[config.mk]
export PLATFORM = sky130hd
export DESIGN_NAME = masked_capped_walk_counter_top
export DESIGN_NICKNAME = d
export VERILOG_FILES = /design/src/hw/rtl/mcwc_pkg.sv /design/src/hw/rtl/mcwc_front.sv /design/src/hw/rtl/mcwc_queue.sv /design/src/hw/rtl/mcwc_back.sv /design/src/hw/rtl/masked_capped_walk_counter_top.sv
export SDC_FILE = /design/constraint.sdc
export NUM_CORES = 1
export LEC_CHECK = 0
export BUFFER_PORTS_ARGS = -buffer_cell sky130_fd_sc_hd__buf_2
export CORE_UTILIZATION = 45
export DETAILED_ROUTE_END_ITERATION = 8
export PLACE_DENSITY_LB_ADDON = 0.2
export SETUP_SLACK_MARGIN = 0.3
export SYNTH_ARGS = -nofsm -noshare
export SYNTH_HDL_FRONTEND = slang
export SYNTH_SLANG_ARGS = --single-unit
[constraint.sdc]
create_clock -name clk -period 30 [get_ports clk]
set_clock_uncertainty 0.05 [all_clocks]
set_input_delay 3 -clock clk [delete_from_list [all_inputs] [get_ports clk]]
set_output_delay 3 -clock clk [all_outputs]
set_load 0.02 [all_outputs]
[src/hw/rtl/mcwc_pkg.sv]
`default_nettype none

package mcwc_pkg;

	// fixed field widths
	localparam int START_W    = 5;
	localparam int COUNT_W    = 21;
	localparam int LEN_W      = 5;
	localparam int MASK_W     = 20;
	localparam int CAP_W      = 5;
	localparam int CFG_ADDR_W = 2;
	localparam int CFG_DATA_W = 20;

	// entries in the queue between front and back
	localparam int QUEUE_DEPTH = 2;

	// configuration register indexes
	typedef enum logic [CFG_ADDR_W-1:0] {
		REG_POSITION_COUNT = 2'd0,
		REG_OCCUPANCY_MASK = 2'd1,
		REG_HEIGHT_CAP     = 2'd2
	} reg_index_t;

	// one classified request as it waits in the queue
	typedef struct packed {
		logic [START_W-1:0] entry_height;
		logic               trivial;
	} item_t;

	// walk engine states
	typedef enum logic {
		BK_IDLE,
		BK_WALK
	} back_state_t;

endpackage

`default_nettype wire

[src/hw/rtl/mcwc_front.sv]
`default_nettype none

module mcwc_front (
	input  wire logic                        start,
	input  wire logic [mcwc_pkg::START_W-1:0] entry_height,
	input  wire logic [mcwc_pkg::CAP_W-1:0]   cap_sat,
	input  wire logic                        queue_full,
	output logic                             busy,
	output logic                             push,
	output mcwc_pkg::item_t                  item
);

	// accept while the queue has room
	assign busy = queue_full;
	assign push = start && !queue_full;

	// a start above the cap can never reach a walk, mark it trivial
	always_comb begin
		item.entry_height = entry_height;
		item.trivial      = (entry_height > cap_sat);
	end

endmodule

`default_nettype wire

[src/hw/rtl/mcwc_queue.sv]
`default_nettype none

module mcwc_queue #(
	parameter int DEPTH = 2
) (
	input  wire logic            clk,
	input  wire logic            arst_n,
	input  wire logic            push,
	input  wire mcwc_pkg::item_t wr_item,
	input  wire logic            pop,
	output mcwc_pkg::item_t      rd_item,
	output logic                 not_empty,
	output logic                 full
);

	localparam int PTR_W = (DEPTH > 1) ? $clog2(DEPTH) : 1;
	localparam int CNT_W = $clog2(DEPTH + 1);

	mcwc_pkg::item_t   mem_q [DEPTH];
	logic [PTR_W-1:0]  wr_ptr_q;
	logic [PTR_W-1:0]  rd_ptr_q;
	logic [CNT_W-1:0]  count_q;
	logic              do_push;
	logic              do_pop;

	assign not_empty = (count_q != '0);
	assign full      = (count_q == CNT_W'(DEPTH));
	assign do_push   = push && !full;
	assign do_pop    = pop && not_empty;
	assign rd_item   = mem_q[rd_ptr_q];

	// storage, no reset on payload
	always_ff @(posedge clk) begin
		if (do_push) begin
			mem_q[wr_ptr_q] <= wr_item;
		end
	end

	// pointers and fill level
	always_ff @(posedge clk or negedge arst_n) begin
		if (!arst_n) begin
			wr_ptr_q <= '0;
			rd_ptr_q <= '0;
			count_q  <= '0;
		end else begin
			if (do_push) begin
				wr_ptr_q <= (wr_ptr_q == PTR_W'(DEPTH - 1)) ? '0 : wr_ptr_q + 1'b1;
			end
			if (do_pop) begin
				rd_ptr_q <= (rd_ptr_q == PTR_W'(DEPTH - 1)) ? '0 : rd_ptr_q + 1'b1;
			end
			if (do_push && !do_pop) begin
				count_q <= count_q + 1'b1;
			end else if (do_pop && !do_push) begin
				count_q <= count_q - 1'b1;
			end
		end
	end

`ifndef SYNTHESIS
	a_fill_up: assert property (@(posedge clk) disable iff (!arst_n)
		(do_push && !do_pop) |=> (count_q == $past(count_q) + 1'b1))
		else $error("queue fill level did not rise on push");
	a_fill_down: assert property (@(posedge clk) disable iff (!arst_n)
		(do_pop && !do_push) |=> (count_q == $past(count_q) - 1'b1))
		else $error("queue fill level did not fall on pop");
	a_fill_bound: assert property (@(posedge clk) disable iff (!arst_n)
		count_q <= CNT_W'(DEPTH))
		else $error("queue fill level beyond its depth");
`endif

endmodule

`default_nettype wire

[src/hw/rtl/mcwc_back.sv]
`default_nettype none

module mcwc_back #(
	parameter int MAX_CAP       = 16,
	parameter int POS_W         = 5
) (
	input  wire logic                        clk,
	input  wire logic                        arst_n,
	input  wire logic [POS_W-1:0]            len_sat,
	input  wire logic [mcwc_pkg::MASK_W-1:0] occ_mask,
	input  wire logic [mcwc_pkg::CAP_W-1:0]  cap_sat,
	input  wire logic                        q_valid,
	input  wire mcwc_pkg::item_t             q_item,
	output logic                             q_pop,
	output logic                             done,
	output logic [mcwc_pkg::COUNT_W-1:0]     path_count
);

	localparam int CW = mcwc_pkg::COUNT_W;

	mcwc_pkg::back_state_t state_q;
	mcwc_pkg::back_state_t state_d;
	logic [POS_W-1:0]      pos_q;
	logic [POS_W-1:0]      pos_m1;
	logic                  occ;
	logic                  emit;
	logic                  stepping;
	logic [MAX_CAP:0]      lane_en;
	logic [CW-1:0]         cnt_q    [MAX_CAP+1];
	logic [CW-1:0]         cnt_step [MAX_CAP+1];
	logic [CW-1:0]         cnt_init [MAX_CAP+1];
	logic                  done_q;
	logic [CW-1:0]         path_count_q;

	// occupancy of the position being walked, positions past the mask are free
	assign pos_m1   = pos_q - 1'b1;
	assign occ      = 1'(occ_mask >> pos_m1);
	assign stepping = (state_q == mcwc_pkg::BK_WALK) && (pos_q != '0);

	// one lane per height, all moved together
	for (genvar g = 0; g <= MAX_CAP; g++) begin : g_lane
		logic [CW-1:0] from_below;
		logic [CW-1:0] from_above;
		if (g > 0) begin : g_below
			assign from_below = cnt_q[g-1];
		end else begin : g_floor
			assign from_below = '0;
		end
		if (g < MAX_CAP) begin : g_above
			assign from_above = cnt_q[g+1];
		end else begin : g_ceiling
			assign from_above = '0;
		end
		assign lane_en[g]  = (g <= int'(cap_sat));
		assign cnt_step[g] = lane_en[g] ? (from_below + from_above) : '0;
		assign cnt_init[g] = (!q_item.trivial && (int'(q_item.entry_height) == g)) ?
			CW'(1) : '0;
	end

	// next state
	always_comb begin
		state_d = state_q;
		unique case (state_q)
			mcwc_pkg::BK_IDLE: begin
				if (q_valid) begin
					state_d = mcwc_pkg::BK_WALK;
				end
			end
			mcwc_pkg::BK_WALK: begin
				if (pos_q == '0) begin
					state_d = mcwc_pkg::BK_IDLE;
				end
			end
			default: state_d = mcwc_pkg::BK_IDLE;
		endcase
	end

	// state outputs
	always_comb begin
		q_pop = 1'b0;
		emit  = 1'b0;
		unique case (state_q)
			mcwc_pkg::BK_IDLE: q_pop = q_valid;
			mcwc_pkg::BK_WALK: emit  = (pos_q == '0);
			default: begin
				q_pop = 1'b0;
				emit  = 1'b0;
			end
		endcase
	end

	// control registers
	always_ff @(posedge clk or negedge arst_n) begin
		if (!arst_n) begin
			state_q <= mcwc_pkg::BK_IDLE;
			pos_q   <= '0;
			done_q  <= 1'b0;
		end else begin
			state_q <= state_d;
			done_q  <= emit;
			if (q_pop) begin
				pos_q <= len_sat;
			end else if (stepping) begin
				pos_q <= pos_m1;
			end
		end
	end

	// height counts and result, payload only
	always_ff @(posedge clk) begin
		if (q_pop) begin
			cnt_q <= cnt_init;
		end else if (stepping && occ) begin
			cnt_q <= cnt_step;
		end
		if (emit) begin
			path_count_q <= cnt_q[0];
		end
	end

	assign done       = done_q;
	assign path_count = path_count_q;

`ifndef SYNTHESIS
	a_done_pulse: assert property (@(posedge clk) disable iff (!arst_n)
		done_q |=> !done_q)
		else $error("result strobes on consecutive cycles");
	a_pos_bound: assert property (@(posedge clk) disable iff (!arst_n)
		(state_q == mcwc_pkg::BK_WALK) |-> (pos_q <= len_sat))
		else $error("position counter beyond walk length");
	a_load_len: assert property (@(posedge clk) disable iff (!arst_n)
		q_pop |=> (pos_q == $past(len_sat)) && (state_q == mcwc_pkg::BK_WALK))
		else $error("walk did not start at the configured length");
`endif

endmodule

`default_nettype wire

[src/hw/rtl/masked_capped_walk_counter_top.sv]
`default_nettype none

// Bounded-height walk counter. A request is taken when start is high and busy
// is low; it waits in a two-entry queue and the walk engine then loads it,
// takes one step per walked position (the saturated position count, up to
// MAX_POSITIONS), updating every height count together, and hands over the
// count; it loads the next request only once it is back in idle. The count
// appears on path_count with done high for exactly one cycle and must be taken
// then; there is no way to hold it off.
// busy is high only while the queue is full. Registers are written through
// cfg_we/cfg_addr/cfg_wdata and should be changed only when no request is
// outstanding.
module masked_capped_walk_counter_top #(
	parameter int MAX_POSITIONS = 20,
	parameter int MAX_CAP       = 16
) (
	input  wire logic                            clk,
	input  wire logic                            arst_n,
	input  wire logic                            start,
	output logic                                 busy,
	input  wire logic [mcwc_pkg::START_W-1:0]    entry_height,
	output logic                                 done,
	output logic [mcwc_pkg::COUNT_W-1:0]         path_count,
	input  wire logic                            cfg_we,
	input  wire logic [mcwc_pkg::CFG_ADDR_W-1:0] cfg_addr,
	input  wire logic [mcwc_pkg::CFG_DATA_W-1:0] cfg_wdata
);

	localparam int POS_W = $clog2(MAX_POSITIONS + 1);

	logic [mcwc_pkg::LEN_W-1:0]  position_count_q;
	logic [mcwc_pkg::MASK_W-1:0] occupancy_mask_q;
	logic [mcwc_pkg::CAP_W-1:0]  height_cap_q;
	logic [POS_W-1:0]            len_sat;
	logic [mcwc_pkg::CAP_W-1:0]  cap_sat;
	logic                        push;
	logic                        pop;
	logic                        queue_full;
	logic                        queue_valid;
	mcwc_pkg::item_t             wr_item;
	mcwc_pkg::item_t             rd_item;

	// configuration registers
	always_ff @(posedge clk or negedge arst_n) begin
		if (!arst_n) begin
			position_count_q <= mcwc_pkg::LEN_W'(14);
			occupancy_mask_q <= '0;
			height_cap_q     <= mcwc_pkg::CAP_W'(14);
		end else if (cfg_we) begin
			unique case (cfg_addr)
				mcwc_pkg::REG_POSITION_COUNT:
					position_count_q <= cfg_wdata[mcwc_pkg::LEN_W-1:0];
				mcwc_pkg::REG_OCCUPANCY_MASK:
					occupancy_mask_q <= cfg_wdata[mcwc_pkg::MASK_W-1:0];
				mcwc_pkg::REG_HEIGHT_CAP:
					height_cap_q <= cfg_wdata[mcwc_pkg::CAP_W-1:0];
				default: ;
			endcase
		end
	end

	// clamp length and cap to what the engine holds
	assign len_sat = (int'(position_count_q) > MAX_POSITIONS) ?
		POS_W'(MAX_POSITIONS) : POS_W'(position_count_q);
	assign cap_sat = (int'(height_cap_q) > MAX_CAP) ?
		mcwc_pkg::CAP_W'(MAX_CAP) : height_cap_q;

	mcwc_front u_front (
		.start        (start),
		.entry_height (entry_height),
		.cap_sat      (cap_sat),
		.queue_full   (queue_full),
		.busy         (busy),
		.push         (push),
		.item         (wr_item)
	);

	mcwc_queue #(
		.DEPTH (mcwc_pkg::QUEUE_DEPTH)
	) u_queue (
		.clk       (clk),
		.arst_n    (arst_n),
		.push      (push),
		.wr_item   (wr_item),
		.pop       (pop),
		.rd_item   (rd_item),
		.not_empty (queue_valid),
		.full      (queue_full)
	);

	mcwc_back #(
		.MAX_CAP       (MAX_CAP),
		.POS_W         (POS_W)
	) u_back (
		.clk        (clk),
		.arst_n     (arst_n),
		.len_sat    (len_sat),
		.occ_mask   (occupancy_mask_q),
		.cap_sat    (cap_sat),
		.q_valid    (queue_valid),
		.q_item     (rd_item),
		.q_pop      (pop),
		.done       (done),
		.path_count (path_count)
	);

endmodule

`default_nettype wire

==> results of run 1 <==
==> metrics by stage <==
stage	std cells	instance area (um2)	util (%)
after floorplan	3097	30700	-
after global placement	3962	31900	47.4
after detailed placement	3962	31900	47.4
after CTS	4057	33500	49.8
after global routing	4057	33500	49.8
final	4058	33500	49.8
==> cell type report <==
cell class,instances,area (um2),share of cell area [%]
inverters,110,413,1.23
multi-input cells,2476,17200,51.4
flip-flops and latches,431,12700,38.0
clock inverters,23,189,0.564
clock buffers,72,1440,4.29
repair buffers,72,420,1.25
well taps,873,1090,3.26
diodes,1,2.50,0.00747
==> cells in the final DEF, fill, tap and decap left out, types with 12 or more instances in the layout <==
| cell | instances |
|---|---|
| nor2b_1 | 45 |
| xor2_1 | 109 |
| nor2_1 | 374 |
| o21a_1 | 56 |
| inv_1 | 108 |
| mux2_2 | 33 |
| a211oi_1 | 60 |
| a31oi_1 | 39 |
| nand2b_1 | 41 |
| buf_4 | 18 |
| nand3_1 | 65 |
| o21ai_1 | 22 |
| clkbuf_16 | 53 |
| and2_1 | 34 |
| nor3b_1 | 20 |
| nand4_1 | 33 |
| fa_1 | 15 |
| nor3_1 | 88 |
| buf_2 | 53 |
| xnor2_1 | 94 |
| o21bai_1 | 29 |
| edfxtp_1 | 390 |
| o21ai_0 | 157 |
| a21boi_0 | 17 |
| a41oi_1 | 12 |
| or3_1 | 18 |
| clkbuf_1 | 15 |
| a211o_1 | 12 |
| o31ai_1 | 14 |
| dfrtp_1 | 35 |
| a21o_1 | 113 |
| ha_1 | 308 |
| nand2_1 | 195 |
| a21oi_1 | 208 |
| a221oi_1 | 19 |
| o31a_1 | 14 |
| o211ai_1 | 28 |
| and3_1 | 50 |
==> layer usage <==
| layer | vias to the layer above | part of all wire [%] | track usage, % |
|---|---|---|---|
| met5 | - | 0 | 0 |
| met4 | 0 | 2.2 | 6.16 |
| met3 | 124 | 5.1 | 3.11 |
| met2 | 669 | 45 | 37.4 |
| met1 | 11700 | 47 | 32.3 |
| li1 | 11800 | - | - |
==> sequential cells by signal, summed over array words and instances, names as in the netlist <==
signal and count:
occupancy_mask_q 20, u_back.pos_q 5, position_count_q 5, u_back.g_lane.from_below 63
u_back.done 1, u_queue.count_q 2, u_queue.rd_ptr_q 1, height_cap_q 5
u_back.path_count 21, u_back.state_q 1, u_queue.wr_ptr_q 1, u_queue.mem_q 12
u_back.g_lane.from_above 294
==> kinds of logic after synthesis <==
group           count (synthesis)
buf+inv                       190
mux                            48
compound gates                889
flops                         431
fa+ha+maj                     323
simple gates                 1013
xor+xnor                      203
==> synth_stat cells (56+ instances only) <==
library cell    n
ha_1          308
o21a_1         56
nand2_1       195
nand3_1        65
a211oi_1       60
clkbuf_1       71
nor2_1        374
xnor2_1        94
nor3_1         88
edfxtp_1      390
a21oi_1       208
xor2_1        109
o21ai_0       164
inv_1         108
a21o_1        113
==> final timing paths <==
path | start | end | slack [ps] | cells past startpoint
min in group asynchronous | arst_n | u_back.done | 2450 | 1
max in group asynchronous | arst_n | occupancy_mask_q[7] | 26870 | 1
setup reg to reg | u_back.pos_q[0] | u_back.g_lane[7].from_above[8] | 24910 | 12
hold / removal | u_back.g_lane[1].from_below[5] | u_back.path_count[5] | 420 | 0
hold reg to reg | u_back.g_lane[1].from_below[5] | u_back.path_count[5] | 420 | 0
setup / recovery | u_back.pos_q[0] | u_back.g_lane[7].from_above[8] | 24910 | 12
==> impl_metrics.py, run 1 <==
metrics = {
    "setup_path": {
        "start_kind": "flop",
        "cp_num_buf_inv": 4,
        "cp.required_ps": 30150,
        "cp_max_fo": 73,
        "cp_slowest_cell": "buf_4",
        "cpMostUsedCell": "buf_4",
        "cp-end-kind": "flop",
        "critPathKind": "reg -> reg",
        "crit_arrival_ps": 5240,
        "cp_top_family": "buffers and inverters",
        "max_stage_delay_ps": 850,
        "cp_cell_sequence": "inv_1 > ha_1 > nor3b_1 > xor2_1 > mux2_2 > nand2_1 > o21ai_0 > a21oi_1 > o21ai_4 > buf_4 > buf_4 > buf_4",
    },
    "clocking": {
        "cts_buffer_depth": 3,
        "cts_tree": "built",
        "worst_skew_pair.late_latency_ps": 620,
        "cts.clk_slew.worst_paths_ps": 60,
        "cts_resized": 0,
        "cts_setup_buffers": 0,
        "holdBufCountCts": 0,
        "cts_sinks": 431,
        "cts_root_buf": "clkbuf_16",
        "numCtsBuffers": 52,
        "ctsHtreeMaxLevel": 2,
    },
    "global_routing": {
        "grt_max_degree": 171,
        "grt_pass1_vias": 23400,
        "antenna_found_initial": 0,
        "grt_first_pass_wirelength_um": 128000,
        "gr-total-overflow": 0,
        "track_usage_pct": 23.1,
    },
    "yosys": {
        "ys_seq_elements": 431,
        "synth.area.mux_share_pct": 1.91,
        "synth_top_family_by_area": "compound AO/OA/AOI/OAI gates",
        "synthAdderAreaFrac_pct": 13.6,
        "synth-compound-area-share_pct": 19.1,
        "synth_cell_types": 77,
        "syn_area_per_cell_um2": 9.90,
        "synth_top_area_cell": "edfxtp_1",
        "yosys_warnings": 0,
        "ys_top_cells_by_area": "edfxtp_1 (38%), ha_1 (13%), nor2_1 (4.6%)",
        "synthSimpleGateAreaFrac_pct": 15.7,
        "netlist_instances": 3097,
        "synthFlopType": "edfxtp_1",
        "synth_xor_area_share_pct": 5.80,
        "postSynth.asyncResetShare_pct": 9.51,
        "synth_area_um2": 30700,
        "yosysSeqAreaShare_pct": 41.6,
        "synth_top_area_share_pct": 38.2,
        "syn-num-nets": 3451,
        "synth_edf_count": 390,
    },
    "routing": {
        "drt.antenna.violating_nets": 0,
        "viasPerCell": 5.98,
        "firstDrtPassIters": 7,
        "drc_errors": 0,
        "drt_wl_total_um": 81000,
        "num_vias": 24300,
        "drt-initial-drc-count": 1696,
        "wl_per_cell_um": 20.0,
    },
    "finish": {
        "layout.nets": 3497,
        "drive_gt1_share_pct": 6.78,
        "fillers": 6141,
        "area_growth_syn_to_layout_pct": 9.36,
    },
    "sta": {
        "slew_headroom_pct": 22.6,
        "setup_tns_ps": 0,
        "setup_violations": 0,
        "rsz0062_at_grt": "false",
        "tightestPinTransition_ps": 1160,
        "slew_viol_final": 0,
        "min_period_ps": 5090,
        "fin_crit_sh_pct": 17.0,
        "worst_slack_ps": 24910,
        "hold_viol": 0,
        "fmax_ghz": 0.196,
        "hold_slack_ps": 417,
    },
    "floorplan": {
        "die_h_um": 263,
        "die_w_um": 263,
        "initial_utilization_pct": 45.6,
        "pin_count": 54,
        "core.rowCount": 95,
        "dieArea_um2": 69200,
        "core_area_um2": 67300,
    },
    "place": {
        "gp_congestion": 0.965,
        "port_buffers": 53,
        "hpwl_um": 62400,
        "dp_slack_ps": 24940,
    },
    "outcome": {
        "status": "complete, no violations",
    },
    "min_path": {
        "hp-class": "reg -> reg",
    },
    "job": {
        "cap_violations": 0,
    },
}
Power of run 1 is left out: the tool's default activity adds up to more than one toggle a clock period on the data nets, which glitch-free logic cannot reach.
==> inputs of run 2 (changes only) <==
==> constraint.sdc (replaced) <==
create_clock -name clk -period 4.28 [get_ports clk]
set_clock_uncertainty 0.05 [all_clocks]
set_input_delay 0.428 -clock clk [delete_from_list [all_inputs] [get_ports clk]]
set_output_delay 0.428 -clock clk [all_outputs]
set_load 0.02 [all_outputs]
==> run 2 against run 1 <==
  * Maximum frequency grew 55%
  * Global-route usage grew 0.44 points
  * Die area is the same
  * Via count grew 0.38%
  * Register-to-register slack lost 24000 ps
  * Flip-flop and latch count is the same
  * Sequential share of layout area shrank 0.58 points
  * First-iteration DRC count grew 4.4%
  * Final area grew 1.5%
==> impl_metrics.py, run 2 (synthesis gave the netlist of run 1 again) <==
metrics = {
    "outcome": {
        "status": "complete, no violations",
    },
    "finish": {
        "drive_gt1_share_pct": 7.48,
        "layout.nets": 3532,
        "final_common_cell": "edfxtp_1",
        "fillers": 6102,
        "area_growth_syn_to_layout_pct": 11.1,
        "final_cells": 4094,
        "num_antenna_cells": 0,
        "largest_reg_flops": 294,
        "final_cell_mix": "edfxtp_1 (390), nor2_1 (374), ha_1 (307), a21oi_1 (207), nand2_1 (195)",
    },
    "clocking": {
        "cts_resized": 0,
        "cts_tree": "built",
        "ctsHtreeMaxLevel": 2,
        "cts.clk_slew.worst_paths_ps": 60,
        "cts_setup_buffers": 0,
        "worst_skew_pair.late_latency_ps": 620,
        "cts_sinks": 431,
        "cts_buffer_depth": 3,
        "numCtsBuffers": 53,
        "cts_root_buf": "clkbuf_16",
    },
    "global_routing": {
        "grt_first_pass_wirelength_um": 130000,
        "gr-total-overflow": 0,
        "grt_pass1_vias": 23600,
        "track_usage_pct": 23.5,
        "grt_max_degree": 78,
        "antenna_found_initial": 1,
    },
    "place": {
        "place_inst": 3975,
        "dp_slack_ps": 1140,
        "gp_congestion": 0.928,
        "port_buffers": 53,
        "hpwl_um": 64200,
    },
    "routing": {
        "drt_wl_total_um": 82400,
        "firstDrtPassIters": 5,
        "drt.antenna.violating_nets": 0,
        "viasPerCell": 5.95,
        "num_vias": 24400,
        "drc_errors": 0,
        "drt-initial-drc-count": 1770,
        "wl_per_cell_um": 20.1,
    },
    "sta": {
        "min_period_ps": 3280,
        "fin_crit_sh_pct": 76.7,
        "worst_slack_ps": 999,
        "setup_violations": 0,
        "slew_headroom_pct": 31.8,
        "rsz0062_at_grt": "false",
        "hold_viol": 0,
        "fmax_ghz": 0.305,
        "tightestPinTransition_ps": 997,
        "setup_tns_ps": 0,
        "slew_viol_final": 0,
    },
    "floorplan": {
        "pin_count": 54,
        "die_h_um": 263,
        "dieArea_um2": 69200,
        "core.rowCount": 95,
        "initial_utilization_pct": 45.6,
        "die_w_um": 263,
        "core_area_um2": 67300,
    },
    "setup_path": {
        "r2r-start": "u_back.g_lane[1].from_above[7]",
        "max_stage_delay_ps": 910,
        "cp_cell_sequence": "ha_1 > a2111oi_0 > a21oi_1 > o21ai_0 > o21ai_0 > xnor2_1 > nor2_1",
        "r2r_cells": 7,
        "cp-end-kind": "flop",
        "cp.required_ps": 4600,
        "cp_max_fo": 5,
        "cpMostUsedCell": "o21ai_0",
        "crit_arrival_ps": 3600,
        "start_kind": "flop",
        "cp_slowest_cell": "a2111oi_0",
        "critPathKind": "reg -> reg",
        "cp-startpoint": "u_back.g_lane[1].from_above[7]",
    },
    "min_path": {
        "hp-class": "in -> reg",
        "whs_path_depth": 2,
        "worstHoldStart": "cfg_wdata[4]",
    },
    "job": {
        "cap_violations": 0,
    },
}
run 2: cell count changes in the layout (fill, tap and decap cells not counted), sizes merged:
cell | before | now
inv | 110 | 112
diode | 1 | 0
clkbuf | 72 | 68
clkinvlp | 0 | 1
buf | 72 | 85
bufinv | 2 | 4
clkinv | 21 | 23
dlygate4sd3 | 0 | 21
run 2: what timing repair did:
item                                    4_1_cts  5_1_grt
hold endpoints to repair                     60        0
endpoints found under the setup margin        0        0
hold buffers                                 21        0
run 2: final timing paths:
check / to / slack, ps
min reg2reg: u_back.path_count[8] / 410
min in group asynchronous: u_back.done / 450
max reg2reg: u_back.g_lane[0].from_above[20] / 1000
max in group asynchronous: u_back.pos_q[4] / 3150
max: u_back.g_lane[0].from_above[20] / 1000
min: height_cap_q[4] / 40
run 2: metal layers:
layer / vias up / track usage, % / part of all wire (%)
met5: - / 0 / 0
met4: 0 / 5.52 / 1.8
met3: 103 / 2.37 / 4.2
met2: 589 / 39.0 / 47
met1: 11800 / 33.0 / 47
li1: 11900 / - / -
run 2: critical path: cells and delay by family (launching register included):
family | cells | cell delay [ps]
adder cells (fa/ha/maj) | 1 | 380
AO/OA/AOI/OAI | 4 | 1940
flip-flops | 1 | 430
AND/OR/NAND/NOR | 1 | 50
XOR/XNOR | 1 | 180
run 2: final cells by class:
cell class                 instances  area (um2)  area share, %
clock buffer                      68        1500           4.40
clock inverter                    30         280          0.823
inverter                         110         415           1.22
multi-input combinational       2476       17200           50.7
sequential                       431       12700           37.4
tap                              873        1090           3.21
timing repair buffer             106         766           2.25
run 2: metrics by stage:
stage / hold WS, ps / cell area [um2] / util, %
floorplan: 82.4 / 30700 / -
global placement: 390 / 32100 / 47.6
detailed placement: 391 / 32100 / 47.6
CTS: 8.01 / 34000 / 50.6
global route: 21.9 / 34000 / 50.6
finish: 37.1 / 34000 / 50.6
Power of run 2 is left out for the same reason.
==> inputs of run 3 (changes only) <==
==> constraint.sdc (replaced) <==
create_clock -name clk -period 2.8 [get_ports clk]
set_clock_uncertainty 0.05 [all_clocks]
set_input_delay 0.28 -clock clk [delete_from_list [all_inputs] [get_ports clk]]
set_output_delay 0.28 -clock clk [all_outputs]
set_load 0.02 [all_outputs]
==> run 3 against run 2 <==
  * Routed wire length is 8.7% higher
  * Maximum frequency is 20% higher
  * Core utilization up 5.5 points
  * Via count rose by 4.9%
  * Critical path type unchanged
  * Worst setup slack worse by 930 ps
  * Final area increased by 11%
  * Sequential share of layout area shrank 3.7 points
  * Global-route usage up 1.3 points
  * Highest routed layer unchanged
  * Critical endpoint is now u_back.g_lane[5].from_above[16]
  * Worst hold slack improved by 54 ps
==> impl_metrics.py, run 3 (synthesis gave the netlist of run 1 again) <==
metrics = {
    "outcome": {
        "status": "complete, no violations",
    },
    "routing": {
        "firstDrtPassIters": 6,
        "num_vias": 25600,
        "drc_errors": 0,
        "drt_wl_total_um": 89600,
        "viasPerCell": 5.93,
        "drt.antenna.violating_nets": 0,
        "wl_per_cell_um": 20.8,
        "drt-initial-drc-count": 1712,
    },
    "clocking": {
        "cts_sinks": 431,
        "cts.clk_slew.worst_paths_ps": 60,
        "worst_skew_pair.late_latency_ps": 630,
        "cts_buffer_depth": 3,
        "cts_root_buf": "clkbuf_16",
        "ctsHtreeMaxLevel": 2,
        "cts_tree": "built",
        "numCtsBuffers": 52,
    },
    "global_routing": {
        "grt_busiest_layer": "met2",
        "gr-total-overflow": 0,
        "grtUsageMet3_pct": 3.23,
        "grt_first_pass_wirelength_um": 137000,
        "track_usage_pct": 24.8,
        "global_route.usage.met2_pct": 41.6,
        "antenna_found_initial": 1,
        "globalRouteMet1Util_pct": 33.4,
        "grt_pass1_vias": 24900,
        "grt_max_degree": 42,
    },
    "finish": {
        "num_antenna_cells": 0,
        "final_common_cell": "edfxtp_1",
        "drive_gt1_share_pct": 20.1,
        "largest_reg_flops": 294,
        "layout.nets": 3751,
        "final_cell_mix": "edfxtp_1 (390), nor2_1 (373), ha_1 (251), buf_4 (197), nand2_1 (189)",
        "area_growth_syn_to_layout_pct": 23.2,
    },
    "place": {
        "gp_congestion": 0.940,
        "port_buffers": 53,
        "hpwl_um": 66000,
    },
    "floorplan": {
        "core.rowCount": 95,
        "die_h_um": 263,
        "pin_count": 54,
        "dieArea_um2": 69200,
        "initial_utilization_pct": 45.6,
        "die_w_um": 263,
        "core_area_um2": 67300,
    },
    "sta": {
        "fmax_ghz": 0.366,
        "slew_viol_final": 0,
        "hold_viol": 0,
        "fin_crit_sh_pct": 97.7,
        "hold_slack_ps": 91.4,
        "setup_violations": 0,
        "min_period_ps": 2730,
        "slew_headroom_pct": 40.0,
        "tightestPinTransition_ps": 900,
        "rsz0062_at_grt": "true",
    },
    "min_path": {
        "hp-class": "in -> reg",
    },
    "setup_path": {
        "cp.required_ps": 3110,
        "cp-end-kind": "flop",
        "start_kind": "flop",
        "cp_max_fo": 9,
        "critPathKind": "reg -> reg",
        "crit_arrival_ps": 3040,
    },
    "job": {
        "cap_violations": 0,
    },
}
-- run 3: worst max-delay path, cell delays in order, from the launching register on --
cell and delay (ps):
dfrtp_1 410, inv_4 100, ha_4 130, nor3b_4 220
xor2_2 210, mux2_4 320, nand2_2 70, o21ai_2 50
a21oi_2 200, o21ai_4 110, buf_12 180, buf_12 140
buf_8 120, buf_16 120
-- run 3: metal layers --
metal / vias to the layer above / part of all wire, %
met2: 686 / 47
met4: 0 / 2.8
met3: 159 / 4.7
met5: - / 0
li1: 12300 / -
met1: 12400 / 45
-- run 3: area by class of cell --
type | instances | area (um2)
Fill cell | 5698 | 29500
Multi-Input combinational cell | 2476 | 18800
Sequential cell | 431 | 12700
Timing Repair Buffer | 326 | 3040
Clock buffer | 68 | 1450
Tap cell | 873 | 1090
Inverter | 110 | 415
Clock inverter | 29 | 184
-- run 3: what timing repair did --
item                                    4_1_cts  5_1_grt
hold endpoints to repair                     76        0
endpoints found under the setup margin      489      525
buffers inserted                             61       31
pin swaps                                   120       89
hold buffers                                 27        0
resized for setup                           239      126
gates cloned                                 10        8
-- run 3: path summary, 6_finish.rpt --
path / start / cells past startpoint / to / slack, ps
max in group asynchronous: arst_n / 2 / u_queue.rd_ptr_q / 1860
min in group asynchronous: arst_n / 2 / occupancy_mask_q[11] / 280
max reg2reg: u_back.pos_q[0] / 13 / u_back.g_lane[5].from_above[16] / 70
min: cfg_addr[0] / 3 / position_count_q[1] / 90
max: u_back.pos_q[0] / 13 / u_back.g_lane[5].from_above[16] / 70
min reg2reg: u_back.g_lane[1].from_below[9] / 0 / u_back.path_count[9] / 420
-- run 3: metrics by stage --
stage | area [um2] | setup WS (ps) | setup TNS, ps | std cells | util, %
floorplan | 30700 | -5030 | -1793960 | 3097 | -
CTS | 36600 | 66.9 | 0 | 4274 | 54.4
global route | 37800 | -18.7 | -92.6 | 4313 | 56.1
global placement | 32900 | -94.1 | -205 | 4079 | 48.9
finish | 37800 | 65.7 | 0 | 4313 | 56.1
detailed placement | 32900 | -146 | -507 | 4079 | 48.9
Power of run 3 is left out for the same reason.
